### src/design/cvsp_pkg.sv
// ----------------------------------------------------------------------------
// cvsp_pkg
// Shared types and constants of the cache, victim buffer and stride prefetcher.
// ----------------------------------------------------------------------------
package cvsp_pkg;

  localparam int LineAw      = 10;              // main-cache slots, log2
  localparam int MaxLines    = 1 << LineAw;
  localparam int MaxWaysLog2 = 4;
  localparam int VicAw       = 3;
  localparam int VictimDepth = 1 << VicAw;
  localparam int MaxPrefetch = 8;
  localparam int AddrW       = 64;
  localparam int StampW      = 64;
  localparam logic [StampW-1:0] StampReset = 64'd100;

  typedef struct packed {
    logic [AddrW-1:0]  tag;
    logic [StampW-1:0] stamp;
    logic              valid;
    logic              dirty;
    logic              pf;
  } line_t;

  localparam int LineW = $bits(line_t);

  typedef enum logic [2:0] {
    CfgLineLog2 = 3'd0,
    CfgBlockOff = 3'd1,
    CfgWaysLog2 = 3'd2,
    CfgVictims  = 3'd3,
    CfgDegree   = 3'd4
  } cfg_idx_e;

  typedef enum logic [2:0] {
    StClear,
    StIdle,
    StScan,
    StWait,
    StUpdate,
    StPfStart,
    StDone
  } state_e;

  typedef struct packed {
    logic              clear;
    logic [LineAw-1:0] clr_addr;
    logic              load;
    logic              scan;
    logic [4:0]        scan_k;
    logic              update;
    logic              pf_mode;
    logic              pf_start;
  } cmd_t;

  typedef struct packed {
    logic       l1_hit;
    logic       stride_match;
    logic [4:0] scan_len;
    logic [3:0] degree;
  } status_t;

  function automatic logic [StampW-1:0] stamp_below(input logic [StampW-1:0] s);
    stamp_below = (s == '0) ? '0 : s - StampW'(1);
  endfunction

endpackage

### src/design/cvsp_ctrl.sv
// ----------------------------------------------------------------------------
// cvsp_ctrl
// Sequencer: clearing pass, way/victim scans, updates and prefetch steps.
// ----------------------------------------------------------------------------
module cvsp_ctrl import cvsp_pkg::*; (
  input  logic    clk_i,
  input  logic    rst_ni,
  input  logic    start_i,
  output logic    busy_o,
  output logic    done_o,
  input  status_t status_i,
  output cmd_t    cmd_o
);

  state_e            state_q, state_d;
  logic [4:0]        k_q, k_d;
  logic [3:0]        j_q, j_d;
  logic [LineAw-1:0] clr_q, clr_d;
  logic              pf_q, pf_d;

  always_ff @(posedge clk_i or negedge rst_ni) begin
    if (!rst_ni) begin
      state_q <= StClear;
      k_q     <= '0;
      j_q     <= '0;
      clr_q   <= '0;
      pf_q    <= 1'b0;
    end else begin
      state_q <= state_d;
      k_q     <= k_d;
      j_q     <= j_d;
      clr_q   <= clr_d;
      pf_q    <= pf_d;
    end
  end

  always_comb begin
    state_d = state_q;
    k_d     = k_q;
    j_d     = j_q;
    clr_d   = clr_q;
    pf_d    = pf_q;
    cmd_o   = '0;
    cmd_o.clr_addr = clr_q;
    cmd_o.scan_k   = k_q;
    cmd_o.pf_mode  = pf_q;
    case (state_q)
      StClear: begin
        cmd_o.clear = 1'b1;
        clr_d = clr_q + LineAw'(1);
        if (clr_q == '1) begin
          state_d = StIdle;
        end
      end
      StIdle: begin
        if (start_i) begin
          cmd_o.load = 1'b1;
          pf_d    = 1'b0;
          k_d     = '0;
          state_d = StScan;
        end
      end
      StScan: begin
        cmd_o.scan = 1'b1;
        if (k_q == status_i.scan_len - 5'd1) begin
          state_d = StWait;
        end else begin
          k_d = k_q + 5'd1;
        end
      end
      StWait: begin
        state_d = StUpdate;
      end
      StUpdate: begin
        cmd_o.update = 1'b1;
        k_d = '0;
        if (!pf_q) begin
          if (status_i.l1_hit || status_i.degree == '0) begin
            state_d = StDone;
          end else begin
            state_d = StPfStart;
          end
        end else if (j_q == status_i.degree) begin
          state_d = StDone;
        end else begin
          j_d     = j_q + 4'd1;
          state_d = StScan;
        end
      end
      StPfStart: begin
        cmd_o.pf_start = 1'b1;
        if (status_i.stride_match) begin
          pf_d    = 1'b1;
          j_d     = 4'd1;
          k_d     = '0;
          state_d = StScan;
        end else begin
          state_d = StDone;
        end
      end
      StDone: begin
        state_d = StIdle;
      end
      default: begin
        state_d = StIdle;
      end
    endcase
  end

  assign busy_o = (state_q != StIdle);
  assign done_o = (state_q == StDone);

endmodule

### config.mk
export PLATFORM = sky130hd
export DESIGN_NAME = cvsp_ctrl
export DESIGN_NICKNAME = d
export VERILOG_FILES = /design/src/design/cvsp_pkg.sv /design/src/design/cvsp_ctrl.sv
export SDC_FILE = /design/constraint.sdc
export NUM_CORES = 1
export LEC_CHECK = 0
export BUFFER_PORTS_ARGS = -buffer_cell sky130_fd_sc_hd__buf_2
export CORE_MARGIN = 2
export CORE_UTILIZATION = 45
export DETAILED_ROUTE_END_ITERATION = 16
export PLACE_DENSITY = 0.72
export SYNTH_ARGS = -nofsm -noshare
export SYNTH_HDL_FRONTEND = slang
export SYNTH_SLANG_ARGS = --single-unit
### constraint.sdc
create_clock -name clk_i -period 2 [get_ports clk_i]
set_clock_uncertainty 0.15 [all_clocks]
set_input_delay 0.1 -clock clk_i [delete_from_list [all_inputs] [get_ports clk_i]]
set_output_delay 0.1 -clock clk_i [all_outputs]
set_load 0.005 [all_outputs]
Word level (Yosys, flattened, before mapping) --
Index checks and enable logic that the tools add are counted. W data, S select, Z words.
Storage, ports and cells: flip-flop bits (word level) 23, bits in latches 0, bits in writable memories 0, ROM bits 0, bits of input ports 14, output and inout bits 23, word-level logic and storage cells 61, memories 0
Operators by class: add/sub/neg operators 4, $mul 0, div/mod/pow operators 0, magnitude comparators 0, eq/ne operators 17, shift operators 0, multiplexer cells 25, bitwise gates (word level) 0, reduce and logical (&&, ||, !) cells 10
Operator list (number):
- $pmux W5 S4 | 1
- $mux W3 | 6
- $pmux W3 S6 | 1
- $mux W5 | 3
- $ne A2 B2 Y1 const B | 7
- $mux W4 | 3
- $add A10 B1 Y10 const B | 1
- $eq A10 B10 Y1 const B | 1
- $eq A3 B3 Y1 const B | 3
- $mux W1 | 8
- $pmux W4 S2 | 1
- $reduce_and A4 Y1 | 2
- $eq A3 B2 Y1 const B | 2
- $reduce_and A3 Y1 | 2
- $add A5 B1 Y5 const B | 1
- $eq A5 B5 Y1 | 1
- $sub A5 B1 Y5 const B | 1
- $add A4 B1 Y4 const B | 1
- $eq A4 B4 Y1 | 1
- $logic_not A4 Y1 | 1
- $reduce_bool A2 Y1 | 2
- $reduce_bool A4 Y1 | 1
- $eq A3 B1 Y1 const B | 1
- $logic_not A3 Y1 | 1
- 4 further kinds | 4

Longest topological paths before layout --
depth in word-level cells 5, mapped depth 7, gate-level depth less buffers 7

Least setup slack after synthesis --
OpenSTA, ideal clock, no wires.
path type reg2reg, start point register k_q[2], end point register k_q[1], setup time 0.130 ns, data arrival time 1.620 ns, required time 1.720 ns, slack 0.100 ns, stages on the path, launching flop included 7, buffers on the path 1, clock period less this slack 1.900 ns, cells stage by stage dfrtp_1 -> buf_6 -> nor2b_4 -> or3_4 -> a311oi_4 -> nand2b_1 -> o22ai_1
Between the ends: longest elaborated chain between the ends 3
Ends and longest elaborated chain:
- start: declaration | line cvsp_ctrl.sv:16 | logic [4:0] k_q, k_d;
- start signal: assignment | line cvsp_ctrl.sv:30 | k_q <= k_d;
- $eq A5 B5 Y1 | line cvsp_ctrl.sv:65 | if (k_q == status_i.scan_len - 5'd1) begin
- $ne A2 B2 Y1 (no line)
- $reduce_and A4 Y1 (no line)
No other way between the ends. A chain may end at the register's enable or synchronous reset.

Final worst setup path --
start point register k_q[2], end point register k_q[3]
Between the ends: longest elaborated chain between the ends 3, elaborated cells on any way between the ends 6, classes of those cells 1 x add/sub; 2 x eq/ne; 2 x mux; 1 x reduce/logical
Ends and longest elaborated chain (line):
- $add A5 B1 Y5 or $eq A5 B5 Y1 (tied branches) | cvsp_ctrl.sv:68, cvsp_ctrl.sv:65
- $mux W5 or $ne A2 B2 Y1 (tied branches)
- $pmux W5 S4 or $reduce_and A4 Y1 (tied branches)
Parallel ways exist; a longest one is shown, timed or not. The select of a mux whose other input is x is not followed.

==> impl_metrics.tcl <==
set metrics [dict create \
    power_density_mw_per_mm2 1120 \
    critical_path_class "register to register" \
    most-common-layout-cells "buf_2, dfrtp_1, nand2_1" \
    yosysUniqueCellTypes 45 \
    leakagePower_nw 0.843 \
    synth-seq-area-share_pct 39.0 \
    avgSynthCellArea_um2 9.84 \
    r2r_end "k_q[3]" \
    finalSetupTns_ns 0 \
    top_level_ports 37 \
    yosys_warnings 0 \
    dp_hpwl_mm 2.29 \
    gp_congestion 0.775 \
    drt_iter0_drc 44 \
    core_area_mm2 0.00308 \
    critPathLaunchType "register" \
    worstSkewPairLatency_ns 0.31 \
    drc 0 \
    diodes 0 \
    relSlewSlack_pct 65.0 \
    tritoncts "built" \
    die_x_um 61.3 \
    async_reset_ff_share_pct 100 \
    viasPerCell 5.38 \
    gr-total-overflow 0 \
    worst-r2r-cell-count 6 \
    cts_resized 0 \
    drv_cap 0 \
    antenna_found_initial 0 \
    grt_pass1_vias 1179 \
    final_common_cell "buf_2" \
    fin_util_pct 57.1 \
    io_buffers 36 \
    syn_inst 150 \
    crit_slowest_cell "dfrtp_1" \
    grt_pass1_wl_mm 4.95 \
    setup_viol 0 \
    cts_root_buf "clkbuf_4" \
    via_count 1269 \
    tightestPinTransition_ns 0.525 \
    syn_to_final_growth_pct 19.1 \
    htree_levels 1 \
    dieArea_mm2 0.00376 \
    postRouteWirelength_mm 3.06 \
    rr_startpoint "k_q[2]" \
    drive_above_1_share_pct 29.2 \
    peakVddDrop_v 0.000678 \
    slowest_delay_ns 0.44 \
    min_period_ns 1.94 \
    cp.arrival_ns 1.99 \
    initial_core_util_pct 48.0 \
    cts_made_buffers 3 \
    syn_nets 168 \
    clockBufferDepth 2 \
    cp_cell_sequence "nor2b_4 > or3_4 > a311oi_4 > buf_4 > or4_1 > nand3_1" \
    multi_input_area_um2 822 \
    ys_seq_elements 23 \
    drtAntennaViolNets 0 \
    min_path_type "input port to asynchronous set/reset pin" \
    clk_pin_slew_ns 0.13 \
    status "finished clean" \
    row_count 20 \
    first_pass_iters 4 \
    grt_usage_pct 17.7 \
    routedWlPerCell_um 13.0 \
    end_kind "register" \
    regArea_um2 576 \
    cp_max_fo 6 \
    numClockSinks 23 \
    r2r_setup_slack_ns 0.06 \
    fillers 291 \
    fin_nets 211 \
    die_h_um 61.3 \
    worstPathRequired_ns 2.05 \
    finalHoldViolCount 0 \
    synth_edf_count 0 \
    synthFlopType "dfrtp_1" \
    synthesis.area_mm2 0.00148 \
    max_freq_mhz 515 \
    slew_viol_final 0 \
    grt_max_degree 24 \
    fin_crit_sh_pct 97.1 \
]
-- through the flow --
stage	area (µm²)	setup slack (ns)	cells	hold slack, ns	power (W)
final	1760	0.0584	236	0.133	0.00197
after global routing	1760	-0.0148	236	0.152	0.00215
after global placement	1690	0.145	227	-0.0494	0.00170
after detailed placement	1690	0.0673	227	-0.0405	0.00175
after floorplan	1480	0.100	150	-0.346	0.00147
after CTS	1740	0.0443	234	0.140	0.00198
-- power breakdown --
part	switching (W)	internal (W)	total, W	leakage [nW]
logic	0.000439	0.000460	0.000898	0.524
clock network	0.000140	0.0000746	0.000215	0.0177
registers	0.000250	0.000606	0.000856	0.301
total	0.000829	0.00114	0.00197	0.843
-- worst max-delay path by stage --
stage	cells after the start	startpoint	to	slack (ns)
6_report	6	k_q[2]	k_q[3]	0.06
5_1_grt	6	k_q[2]	k_q[3]	-0.01
4_1_cts	5	k_q[2]	state_q[0]	0.04
3_5_place_dp	8	status_i[4]	k_q[1]	0.07
3_3_place_gp	5	k_q[2]	k_q[1]	0.15
2_1_floorplan	6	k_q[2]	k_q[1]	0.10
-- critical path: cells and delay by family (launching register included) --
kind	cells	cell delay, ns
and+or+nand+nor	4	0.68
DFF	1	0.44
AOI/OAI and AO/OA	1	0.39
buffers and inverters	1	0.18
-- cell families after synthesis --
kind of cell	share of synthesized area (%)
buffers and inverters	5.34
multiplexers	2.20
XOR/XNOR	13.0
AO/OA/AOI/OAI	14.1
AND/OR/NAND/NOR	23.1
flip-flops	39.0
adder cells (fa/ha/maj)	3.39
-- cells in the mapped netlist (all sizes together) (2+ instances only) --
library cell | number | area [µm²]
nand2 | 13 | 48.8
mux2 | 2 | 22.5
nor2b | 6 | 45.0
buf | 5 | 45.0
o21ai | 3 | 15.0
xnor2 | 12 | 113
a21oi | 7 | 35.0
nand4 | 3 | 18.8
o41ai | 3 | 33.8
nand3 | 7 | 35.0
or3 | 3 | 23.8
inv | 8 | 30.0
ha | 4 | 50.1
xor2 | 9 | 78.8
nand2b | 3 | 21.3
dfrtp | 23 | 576
nor3 | 2 | 21.3
a211oi | 2 | 15.0
o211ai | 5 | 42.5
and3b | 3 | 26.3
nor2 | 12 | 45.0
or4 | 2 | 15.0
-- routing by layer --
metal	part of all wire [%]	track usage [%]
met1	45	22.8
met2	49	29.6
met3	5.2	2.73
met4	0.69	7.76
met5	0	0
-- registers in the layout, indices dropped and copies added (netlist names) --
register  count
state_q       3
pf_q          1
j_q           4
clr_q        10
k_q           5
-- final cells by class --
class                           count  share of cell area [%]
Clock buffer                        3                    1.28
Clock inverter                      1                   0.285
Inverter                            8                    1.71
Multi-Input combinational cell    113                    46.8
Sequential cell                    23                    32.7
Tap cell                           44                    3.13
Timing Repair Buffer               44                    14.1
-- repair_timing --
action                                 4_1_cts  5_1_grt
setup buffers                                0        2
hold buffers                                 3        0
setup endpoints to repair                    0        3
endpoints found under the hold margin       24        0
No activity file was read; power rests on OpenSTA's default activity.
